### config.mk
export PLATFORM = sky130hd
export DESIGN_NAME = scsa_class_tbl
export DESIGN_NICKNAME = d
export VERILOG_FILES = /design/src/hdl/scsa_pkg.sv /design/src/hdl/scsa_class_tbl.sv
export SDC_FILE = /design/constraint.sdc
export NUM_CORES = 1
export LEC_CHECK = 0
export BUFFER_PORTS_ARGS = -buffer_cell sky130_fd_sc_hd__buf_2
export CAP_MARGIN = 20
export CORE_MARGIN = 3
export CORE_UTILIZATION = 30
export CTS_BUF_LIST = sky130_fd_sc_hd__clkbuf_16
export DETAILED_ROUTE_END_ITERATION = 8
export PLACE_DENSITY = 0.46
export RECOVER_POWER = 50
export SLEW_MARGIN = 20
export SYNTH_ARGS = -nofsm -noshare
export SYNTH_HDL_FRONTEND = slang
export SYNTH_SLANG_ARGS = --single-unit
export TNS_END_PERCENT = 100
### constraint.sdc
create_clock -name clk -period 3.2 [get_ports clk]
set_input_delay 0.32 -clock clk [delete_from_list [all_inputs] [get_ports clk]]
set_output_delay 0.32 -clock clk [all_outputs]
set_load 0.02 [all_outputs]
### src/hdl/scsa_pkg.sv
package scsa_pkg;

	localparam int SLOTS_PER_CLASS = 4096;
	localparam int NUM_CLASSES     = 6;
	localparam int BASE_BYTES      = 8;

	// fixed field widths
	localparam int REQ_W  = 16;
	localparam int CLS_W  = 3;
	localparam int SLOT_W = 12;
	localparam int ST_W   = 3;

	// head and bump counters hold SLOTS_PER_CLASS itself (empty mark / pool used up)
	localparam int CNT_W      = $clog2(SLOTS_PER_CLASS) + 1;
	localparam int CLS_IDX_W  = (NUM_CLASSES > 1) ? $clog2(NUM_CLASSES) : 1;
	localparam int LINK_DEPTH = NUM_CLASSES * SLOTS_PER_CLASS;
	localparam int LINK_AW    = $clog2(LINK_DEPTH);

	localparam logic [CNT_W-1:0] EMPTY_MARK = CNT_W'(SLOTS_PER_CLASS);

	typedef enum logic {
		CMD_ALLOC = 1'b0,
		CMD_FREE  = 1'b1
	} cmd_t;

	typedef enum logic [ST_W-1:0] {
		ST_REUSED    = 3'd0,
		ST_FRESH     = 3'd1,
		ST_FREED     = 3'd2,
		ST_TOO_LARGE = 3'd3,
		ST_NO_MEMORY = 3'd4
	} status_t;

	typedef struct packed {
		logic                 too_large;
		logic [CLS_W-1:0]     cls;
	} cls_map_t;

	// class table write-back for one item
	typedef struct packed {
		logic                 head_we;
		logic                 bump_we;
		logic [CLS_IDX_W-1:0] idx;
		logic [CNT_W-1:0]     head;
		logic [CNT_W-1:0]     bump;
	} upd_t;

	// smallest class whose slot holds size; size 0 lands in class 0
	function automatic cls_map_t size_class(input logic [REQ_W-1:0] size);
		cls_map_t r;
		r.too_large = 1'b1;
		r.cls       = '0;
		for (int c = NUM_CLASSES - 1; c >= 0; c--) begin
			if (32'(size) <= (BASE_BYTES << c)) begin
				r.too_large = 1'b0;
				r.cls       = CLS_W'(c);
			end
		end
		return r;
	endfunction

endpackage

### src/hdl/scsa_class_tbl.sv
module scsa_class_tbl (
	input  logic                           clk,
	input  logic                           arst_n,
	input  logic [scsa_pkg::CLS_IDX_W-1:0] rd_idx,
	output logic [scsa_pkg::CNT_W-1:0]     head,
	output logic [scsa_pkg::CNT_W-1:0]     bump,
	input  scsa_pkg::upd_t                 upd
);

	logic [scsa_pkg::CNT_W-1:0] head_q [scsa_pkg::NUM_CLASSES];
	logic [scsa_pkg::CNT_W-1:0] bump_q [scsa_pkg::NUM_CLASSES];

	always_ff @(posedge clk or negedge arst_n) begin
		if (!arst_n) begin
			for (int c = 0; c < scsa_pkg::NUM_CLASSES; c++) begin
				head_q[c] <= scsa_pkg::EMPTY_MARK;
				bump_q[c] <= '0;
			end
		end else begin
			if (upd.head_we) begin
				head_q[upd.idx] <= upd.head;
			end
			if (upd.bump_we) begin
				bump_q[upd.idx] <= upd.bump;
			end
		end
	end

	assign head = head_q[rd_idx];
	assign bump = bump_q[rd_idx];

endmodule

### Yosys cells after proc, flatten, opt, wreduce, memory -nomap -nowiden

Index checks and enable logic that the tools add are counted.

| cells by class | value |
|---|---|
| $add $sub $neg | 0 |
| multiply operators | 0 |
| div/mod/pow operators | 0 |
| order comparisons | 3 |
| equality and inequality tests | 0 |
| shift-type cells | 0 |
| multiplexer cells | 10 |
| bitwise operators | 2 |
| reductions and logical operators | 1 |

Operators with widths:

| cell | number |
|---|---|
| 78-bit bitwise mux | 2 |
| 13-bit binary-select mux with 3-bit select | 2 |
| 13-bit 2-to-1 mux | 5 |
| 13-bit demux with 3-bit select | 1 |
| 4-bit >= comparator, second input constant | 2 |
| 3-bit NOT with 4-bit output | 2 |
| 4-bit by 1-bit less-than comparator with 1-bit output, second input constant | 1 |
| 1-bit logical AND | 1 |

| word-level totals | value |
|---|---|
| bits in registers | 156 |
| bits in latches | 0 |
| memory bits (writable) | 0 |
| bits in read-only memories | 0 |
| input bits | 36 |
| output and inout bits | 26 |
| logic and storage cells | 28 |
| memories | 0 |

### Longest topological paths before layout

Gate-level depths: netlist (run 1).

| logic depth | value |
|---|---|
| word-level depth | 6 |
| depth in mapped cells | 6 |
| depth with buffers taken out | 3 |

### Worst setup path after synthesis (run 1)

Ideal clock, no wire load.

| timing | value |
|---|---|
| path kind | input to output |
| start point | input port rd_idx[1] (netlist bit) |
| end point | output port bump[6] (netlist bit) |
| arrival | 1.461 ns |
| required time | 2.880 ns |
| setup slack | 1.419 ns |
| stages | 5 |
| buffers on the path | 2 |
| cells stage by stage | buf_2 -> clkbuf_1 -> mux2_2 -> nand2_1 -> o221ai_1 |

| between the ends | value |
|---|---|
| cells in the longest elaborated chain, start to end | 4 |

RTL lines:

| item | RTL line | RTL |
|---|---|---|
| start: declaration | scsa_class_tbl.sv:4 | `input logic [scsa_pkg::CLS_IDX_W-1:0] rd_idx,` |
| 3-bit NOT with 4-bit output (not written as such) | scsa_class_tbl.sv:30 | `assign bump = bump_q[rd_idx];` |
| 13-bit binary-select mux with 3-bit select | scsa_class_tbl.sv:30 |  |
| 13-bit 2-to-1 mux (not written as such) (2 in series) | scsa_class_tbl.sv:30 |  |
| end: declaration | scsa_class_tbl.sv:6 | `output logic [scsa_pkg::CNT_W-1:0] bump,` |

Every way passes these cells. The select of a mux whose other input is x is not followed.

### Worst setup path in the final report (run 1)

| timing | value |
|---|---|
| start point | input port upd[27] (netlist bit) |
| end point | register bump_q[40] (netlist bit) |

| between the ends | value |
|---|---|
| cells in the longest elaborated chain, start to end | 6 |
| elaborated cells on any way between the ends | 7 |
| classes of those cells | order compare (2); mux (3); bitwise (1); reduce/logical (1) |

RTL lines:

| item | RTL line | RTL |
|---|---|---|
| start: declaration | scsa_class_tbl.sv:7 | `input scsa_pkg::upd_t upd` |
| 3-bit NOT with 4-bit output (not written as such) * | scsa_class_tbl.sv:24 | `bump_q[upd.idx] <= upd.bump;` |
| 4-bit >= comparator (not written as such) or 4-bit by 1-bit less-than comparator with 1-bit output (tied branches) | scsa_class_tbl.sv:24 |  |
| 1-bit logical AND (not written as such) | scsa_class_tbl.sv:24 |  |
| 13-bit 2-to-1 mux (not written as such) | scsa_class_tbl.sv:24 |  |
| 13-bit demux with 3-bit select * | scsa_class_tbl.sv:24 |  |
| 78-bit bitwise mux * | scsa_class_tbl.sv:24 |  |
| end signal: indexed assignment | scsa_class_tbl.sv:24 |  |
| end: declaration | scsa_class_tbl.sv:11 | `logic [scsa_pkg::CNT_W-1:0] bump_q [scsa_pkg::NUM_CLASSES];` |

Every way passes the cells marked *; elsewhere a longest branch is shown, timed or not.
A chain may end at the register's enable or synchronous reset.

==> impl_metrics.yaml, run 1 <==
cts:
  clock_sink_count: 156
  post_cts_buffers: 0
  cts_buffer_depth: 2
  root_buffer: "clkbuf_16"
  cts_inserted_buffers: 17
  clk_latency_ns: 0.41
  cts_tree: "yes"
  cts_resized: 0
  htreeDepth: 4
  clk_pin_slew_ns: 0.06
drt:
  first_pass_iters: 4
  viasPerCell: 4.753
  postRouteAntennaNets: 0
  vias: 4225
  drt_iter0_markers: 144
  routed_wl_mm: 17.34
  wl_per_cell_um: 19.51
  route.detailed.drc: 0
status:
  violations: "max-capacitance violations, max-slew violations"
  outcome: "complete, but fails checks"
floorplan:
  die_x_um: 161.3
  core_um2: 23610
  initial_core_util_pct: 30.64
  rows: 56
  die_area_um2: 26020
  dieHeight_um: 161.3
  boundaryPins: 62
finish:
  fin_util_pct: 35.84
  area_growth_pct: 16.95
  nNetsFinal: 593
  drive_above_1_share_pct: 39.65
  antenna_cells: 0
timing:
  final.setup.tns_ns: 0
  slew_violations: 73
  fin_skew_ns: 0
  finalCritPeriodShare_pct: 70.50
  max_freq_ghz: 0.4432
  period_needed_ns: 2.256
  tightest_slew_ns: 1.855
  setup_viol_count_final: 0
  hold_viol_final: 0
  grt_setup_unrepaired: "false"
  max_slew_margin_pct: -23.68
setup_path:
  crit_start: "upd[27]"
  critPathLaunchType: "input pin"
  cp.required_ns: 3.50
  crit_path_end_kind: "flop"
  max_stage_delay_ns: 0.86
  crit_top_cell: "clkbuf_1"
  cp_max_fo: 13
  crit_chain: "clkbuf_1 > nor2b_1 > and3b_1 > clkbuf_1 > mux2_2"
  cpMaxStageDelayCell: "clkbuf_1"
  rrSetupSlack_ns: 2.41
  r2r-end: "bump_q[30]"
  critical_path_class: "in -> reg"
  arrival_ns: 2.56
  r2r_start: "bump_q[30]"
  reg2reg_depth: 1
synthesis:
  yosysSeqAreaShare_pct: 54.05
  synth_nets: 529
  syn-instance-count: 493
  synthArstFlopShare_pct: 100.0
  syn_area_per_cell_um2: 14.68
  synth.most_common_cell: "dfrtp_1"
  yosys-top-cells-area: "dfrtp_1, mux2_2, mux2_1, mux2i_1, o221ai_1"
  syn_area_um2: 7236
  ys.flop_type: "dfrtp_1"
  ys_warn_count: 0
  yosys.area.top_type_share_pct: 51.88
  yosysTopAreaCell: "dfrtp_1"
  synth_common_cells: "dfrtp_1, mux2_2, mux2_1, mux2i_1, nand2_1"
  synth-edff-count: 0
  synth_cell_types: 25
  ys_ff_latch: 156
placed_design:
  port-buffer-count: 61
  gp_congestion: 0.6972
  hpwl_mm: 10.80
power:
  p_leak_uw: 0.003730
  power.density_nw_per_um2: 681.4
  ir_worst_vdd_uv: 261.1
worst_hold_path:
  hold_path_class: "in -> reg"
  hold-path-cell-count: 2
  worstHoldStart: "upd[5]"
  whs_endpoint: "bump_q[31]"
global_routing:
  grt_pass1_wl_mm: 27.46
  grt_max_degree: 74
  grt-ovfl-total: 0
  grt_usage_pct: 13.94
  grt_pass1_vias: 4595
  grt_antenna_before_repair: 0
job:
  drv_cap: 1
[cell type report]
cell class | count | area [um^2]
Sequential cell | 156 | 3911
Timing Repair Buffer | 78 | 435.4
Clock buffer | 17 | 425.4
Multi-Input combinational cell | 304 | 3098
Clock inverter | 15 | 192.7
Fill cell | 2291 | 15150
Tap cell | 319 | 399.1
[report_power, final]
part	internal (uW)	switching (uW)	leakage, uW	total (uW)
clock	1360	765	0.000319	2120
sequential	2420	203	0.00186	2620
combinational	548	472	0.00155	1020
total	4330	1440	0.00373	5770
[layout by cell type (no fill, tap or decap), types with 8 or more instances in the layout]
master	netlist	final
clkbuf_16	0	17
o221ai_1	26	26
buf_2	15	58
buf_4	8	8
mux2i_1	52	52
clkbuf_1	7	8
dfrtp_1	150	150
mux2_4	10	9
nand2_1	27	27
mux2_2	112	112
mux2_1	60	61
[how the worst max path moves through the flow]
stage	endpoint	cells past startpoint
2_1_floorplan	bump[6]	5
3_3_place_gp	bump[12]	6
3_5_place_dp	bump[12]	6
4_1_cts	bump[12]	6
5_1_grt	head_q[19]	3
6_report	bump_q[40]	5
[state kept, by name, summed over array words and instances, names as in the netlist]
signal and cells:
bump_q 78, head_q 78
[through the flow]
step / power [uW] / worst slack [ns] / instance area (um^2) / hold WS (ns) / std cells
floorplan: 3359 / 1.419 / 7236 / 0.02441 / 493
global route: 6089 / 0.6451 / 8462 / 0.1881 / 889
finish: 5766 / 0.9438 / 8462 / 0.1841 / 889
detailed placement: 3707 / 0.9489 / 7904 / 0.3928 / 856
CTS: 5864 / 0.9492 / 8532 / 0.1686 / 889
global placement: 3648 / 0.9828 / 7904 / 0.3766 / 856
[critical path: cells and delay by family]
family                 cells  cell delay (ns)
buffers and inverters      2             1.22
and+or+nand+nor            2             0.57
muxes                      1             0.43
[repair_timing]
action / CTS / global route
endpoints found under the setup margin: 0 / 0
endpoints found under the hold margin: 65 / 0
hold buffers: 1 / 0
[metal layers]
layer  share of wire, %  global-route usage (%)  routed length [um]
met1                 45                   17.53                7734
met4                1.4                   4.224                 237
met5                  0                       0                   0
met3                3.2                   2.975                 552
met2                 51                   24.12                8817
[kinds of logic after synthesis]
family                 after synthesis  synth area share, %
AND/OR/NAND/NOR                     44                4.064
multiplexers                       234                36.04
AO/OA/AOI/OAI                       26                3.147
flip-flops                         156                54.05
buffers and inverters               33                2.698
(Power assumes the default switching activity.)
==> run 2: changes to the inputs <==
- ABC_AREA: default -> 1
- PLACE_DENSITY: 0.46 -> 0.47
- clock period: 3.2 -> 2.05 ns (I/O delays scaled with it)
==> impl_metrics.yaml, run 2 <==
cts:
  clock_sink_count: 156
  post_cts_buffers: 0
  cts_inserted_buffers: 17
  root_buffer: "clkbuf_16"
  cts_buffer_depth: 2
  clk_latency_ns: 0.43
  clk_pin_slew_ns: 0.06
  cts_tree: "yes"
  htreeDepth: 4
drt:
  route.detailed.drc: 0
  drt_iter0_markers: 370
  vias: 6027
  postRouteAntennaNets: 0
  first_pass_iters: 5
  routed_wl_mm: 19.59
  viasPerCell: 4.494
  wl_per_cell_um: 14.61
global_routing:
  grt_max_degree: 66
  grt_usage_pct: 14.60
  grt_pass1_vias: 5870
  grt-ovfl-total: 0
  grt_pass1_wl_mm: 32.95
  grt_antenna_before_repair: 1
power:
  combPwrFrac_pct: 18.4
  switching_power_uw: 2474
  p_seq_share_pct: 45.8
  power.density_nw_per_um2: 975.2
  swShare_pct: 28.61
  p_int_uw: 6174
  ir_worst_vdd_uv: 403.8
  p_leak_uw: 0.004619
  clkPwrFrac_pct: 35.8
setup_path:
  cp.required_ns: 1.85
  arrival_ns: 1.49
  critPathLaunchType: "flop"
  crit_chain: "inv_1 > nand2_1 > nand3_1 > nand2_1 > nand2_1 > nand2_1 > buf_2"
  reg2reg_depth: 2
  cp_max_fo: 2
  r2r-end: "head_q[12]"
  crit_top_cell: "nand2_1"
  crit_path_end_kind: "primary output"
  max_stage_delay_ns: 0.53
  cpMaxStageDelayCell: "dfstp_2"
  critPathTopFamily: "flip-flops"
  r2r_start: "head_q[12]"
  rrSetupSlack_ns: 1.26
  path_buf_inv: 2
  critical_path_class: "reg -> out"
worst_hold_path:
  worstHoldStart: "upd[14]"
  whs_endpoint: "head_q[14]"
  hold_path_class: "in -> reg"
  hold-path-cell-count: 3
placed_design:
  dp.cells: 1308
  gp_congestion: 0.7076
  port-buffer-count: 61
  hpwl_mm: 12.19
synthesis:
  yosysSeqAreaShare_pct: 49.49
  ys_ff_latch: 156
  syn_area_um2: 7903
  synth_nets: 995
  synth.most_common_cell: "nand2_1"
  synth_cell_types: 21
  yosys.area.top_type_share_pct: 47.50
  yosys-top-cells-area: "dfrtp_1, nand2_1, o21ai_2, inv_1, nand3_1"
  yosysTopAreaCell: "dfrtp_1"
  synth_common_cells: "nand2_1, dfrtp_1, inv_1, o21ai_2, nand3_1"
  ys.flop_type: "dfrtp_1"
  ys_warn_count: 0
  synthArstFlopShare_pct: 100.0
  syn-instance-count: 959
  synth-edff-count: 0
  syn_area_per_cell_um2: 8.240
floorplan:
  core_um2: 25540
  initial_core_util_pct: 30.94
  die_x_um: 168.3
  rows: 58
  boundaryPins: 62
  die_area_um2: 28320
  dieHeight_um: 168.3
finish:
  fin_util_pct: 34.72
  antenna_cells: 0
  final_common_cell: "nand2_1"
  nNetsFinal: 1034
  drive_above_1_share_pct: 19.49
  reg_top3: "bump_q: 78 flops, head_q: 78 flops"
  final_cell_mix: "nand2_1, dfrtp_1, inv_1"
  area_growth_pct: 12.22
  fin_cells: 1341
timing:
  grt_setup_unrepaired: "false"
  tightest_slew_ns: 1.360
  period_needed_ns: 1.690
  hold_viol_final: 0
  setup_viol_count_final: 0
  max_freq_ghz: 0.5916
  final.setup.tns_ns: 0
  slew_violations: 0
  hold_ws_ns: 0.1073
  finalCritPeriodShare_pct: 82.46
  max_slew_margin_pct: 9.089
  fin_skew_ns: 0
status:
  outcome: "complete, no violations"
job:
  drv_cap: 0
## run 2: worst max-delay path by stage
stage | endpoint | cells past startpoint | slack, ns | startpoint
after global routing | bump_q[9] | 5 | 0.16 | upd[28]
final | head[12] | 7 | 0.36 | head_q[64]
after global placement | head[9] | 7 | 0.51 | rd_idx[1]
after CTS | head[12] | 7 | 0.35 | head_q[64]
after floorplan | bump[1] | 6 | 0.70 | rd_idx[0]
after detailed placement | bump_q[77] | 4 | 0.51 | upd[26]
## run 2: worst min-delay path, cell delays in order
cell	delay, ns
buf_2	0.07
inv_1	0.08
o21ai_1	0.13
## run 2: cell families (layout without fill, tap and decap cells)
family                 after synthesis  count (layout)  share of synthesized area, %
and+or+nand+nor                    432             432                         24.19
buffers and inverters              189             241                         10.83
AOI/OAI and AO/OA                  182             182                         15.48
DFF                                156             156                         49.49
## run 2: metrics by stage
step / power, uW / setup WS (ns) / area, um^2
floorplan: 5196 / 0.6967 / 7903
global placement: 5652 / 0.5056 / 8427
detailed placement: 5668 / 0.5131 / 8427
CTS: 8794 / 0.3461 / 9005
global route: 9231 / 0.1620 / 8869
finish: 8648 / 0.3595 / 8869
## run 2: layout make-up
class / count / area (um^2)
timing repair buffer: 73 / 460.4
clock buffer: 17 / 425.4
fill: 2785 / 16680
tap: 330 / 412.9
multi-input combinational: 614 / 3005
sequential: 156 / 3911
inverter: 136 / 510.5
clock inverter: 15 / 142.6
## run 2: routing by layer
metal  routed length (um)  part of all wire, %  GRT usage [%]
met1                10170                   52          21.38
met2                 8498                   43          22.21
met3                  711                  3.6          2.888
met4                  196                  1.0          3.629
met5                   11                0.056              0
## run 2: power by group through the flow
stage               registers, uW  logic, uW  clock network [uW]
CTS                          3960       1670                3170
global route                 4040       1880                3310
finish                       3960       1590                3100
global placement             4000       1650                   0
detailed placement           4010       1660                   0
floorplan                    3940       1260                   0
## run 2: what timing repair did
item                                    4_1_cts  5_1_grt
endpoints found under the setup margin        0        0
hold buffers                                  1        0
resized for setup                             0        0
endpoints found under the hold margin        30        0
==> run 3: changes to the inputs <==
- PLACE_DENSITY: 0.47 -> 0.46
- clock period: 2.05 -> 1.7 ns (I/O delays scaled with it)
==> impl_metrics.yaml, run 3 (same netlist as run 2, synthesis figures left out) <==
power:
  power.density_nw_per_um2: 1170
  swShare_pct: 29.31
  p_seq_share_pct: 44.8
  combPwrFrac_pct: 18.4
  p_int_uw: 7518
  clkPwrFrac_pct: 36.8
  ir_worst_vdd_uv: 563.5
  p_leak_uw: 0.004660
  switching_power_uw: 3117
setup_path:
  critical_path_class: "reg -> out"
  arrival_ns: 1.44
  critPathLaunchType: "flop"
  r2r_start: "head_q[77]"
  crit_path_end_kind: "primary output"
  path_buf_inv: 1
  max_stage_delay_ns: 0.37
  cp_max_fo: 2
  cp.required_ns: 1.53
  crit_chain: "or2_2 > o211ai_1 > nand2_1 > buf_2"
  rrSetupSlack_ns: 0.93
  critPathTopFamily: "simple AND/OR/NAND/NOR gates"
  cpMaxStageDelayCell: "dfrtp_1"
  reg2reg_depth: 2
  r2r-end: "head_q[77]"
finish:
  area_growth_pct: 15.06
  fillCellCount: 2750
  final_common_cell: "nand2_1"
  drive_above_1_share_pct: 21.51
  nNetsFinal: 1047
  stdcell_area_um2: 9092
  final_cell_mix: "nand2_1, dfrtp_1, inv_1"
  antenna_cells: 0
  reg_top3: "bump_q: 78 flops, head_q: 78 flops"
cts:
  cts_inserted_buffers: 17
  root_buffer: "clkbuf_16"
  clk_latency_ns: 0.42
  clk_pin_slew_ns: 0.06
  cts_tree: "yes"
  htreeDepth: 4
  cts_buffer_depth: 2
  clock_sink_count: 156
global_routing:
  grt-ovfl-total: 0
  grt_busiest_layer: "met2"
  use_met3_pct: 3.334
  grt_antenna_before_repair: 2
  grt_usage_pct: 15.00
  met2_usage_pct: 23.64
  grt_pass1_wl_mm: 33.73
  grt_max_degree: 55
  grt_pass1_vias: 6014
  grt_use_met1_pct: 21.26
status:
  outcome: "complete, no violations"
worst_hold_path:
  hold_path_class: "in -> reg"
  hold-path-cell-count: 3
  whs_endpoint: "bump_q[27]"
  worstHoldStart: "upd[1]"
drt:
  first_pass_iters: 5
  wl_per_cell_um: 14.78
  postRouteAntennaNets: 0
  route.detailed.drc: 0
  viasPerCell: 4.463
  routed_wl_mm: 20.00
  drt_iter0_markers: 404
  vias: 6039
floorplan:
  core_um2: 25540
  die_area_um2: 28320
  boundaryPins: 62
  die_x_um: 168.3
  initial_core_util_pct: 30.94
  dieHeight_um: 168.3
  rows: 58
timing:
  final.setup.tns_ns: 0
  tightest_slew_ns: 1.181
  setup_ws_ns: 0.09445
  max_slew_margin_pct: 21.25
  setup_viol_count_final: 0
  hold_ws_ns: 0.08264
  grt_setup_unrepaired: "true"
  finalCritPeriodShare_pct: 94.44
  slew_violations: 0
  period_needed_ns: 1.606
  max_freq_ghz: 0.6228
  hold_viol_final: 0
  fin_skew_ns: 0
placed_design:
  port-buffer-count: 61
  placed_cell_area_um2: 8562
  pre_cts_ws_ns: 0.1455
  gp_congestion: 0.7148
  hpwl_mm: 12.40
job:
  drv_cap: 0
-- run 3: routing by layer --
metal / part of all wire, % / vias up
li1: - / 3106
met2: 45 / 76
met1: 51 / 2837
met3: 3.2 / 16
met5: 0.16 / -
met4: 0.70 / 4
-- run 3: per-stage QoR --
stage	power (uW)	instances	utilization (%)
5_1_grt	11330	1353	35.59
3_5_place_dp	6856	1321	33.52
6_report	10630	1353	35.59
4_1_cts	10810	1353	35.89
3_3_place_gp	6822	1321	33.52
2_1_floorplan	6265	959	-
-- run 3: worst max path at each step --
stage               start         end  slack (ns)  cells past startpoint
6_report       head_q[24]    head[11]        0.09                      4
5_1_grt        head_q[38]    head[12]      -0.001                      7
4_1_cts        head_q[38]    head[12]        0.02                      7
3_5_place_dp      upd[26]  head_q[68]        0.15                      4
3_3_place_gp      upd[26]  head_q[70]        0.21                      4
2_1_floorplan   rd_idx[0]     bump[1]        0.42                      6
-- run 3: final cells by class --
| cell class | count | area, um^2 | share of cell area (%) |
|---|---|---|---|
| Timing Repair Buffer | 86 | 575.6 | 6.330 |
| Multi-Input combinational cell | 614 | 3085 | 33.93 |
| Clock buffer | 17 | 425.4 | 4.679 |
| Inverter | 136 | 510.5 | 5.614 |
| Sequential cell | 156 | 3911 | 43.02 |
| Clock inverter | 14 | 171.4 | 1.885 |
| Tap cell | 330 | 412.9 | 4.541 |
-- run 3: worst min-delay path, stage by stage --
cell and delay [ns]:
buf_2 0.07, inv_1 0.08, o21ai_1 0.14
-- run 3: what timing repair did --
item | 4_1_cts | 5_1_grt
hold buffers | 1 | 0
buffers inserted | 0 | 0
setup endpoints to repair | 0 | 1
resized for setup | 0 | 12
endpoints found under the hold margin | 39 | 0
-- run 3: power by group through the flow --
stage | combinational (uW) | sequential, uW | clock, uW
floorplan | 1520 | 4750 | 0
global placement | 2010 | 4820 | 0
detailed placement | 2030 | 4820 | 0
CTS | 2040 | 4760 | 4010
global route | 2320 | 4860 | 4150
finish | 1960 | 4760 | 3910
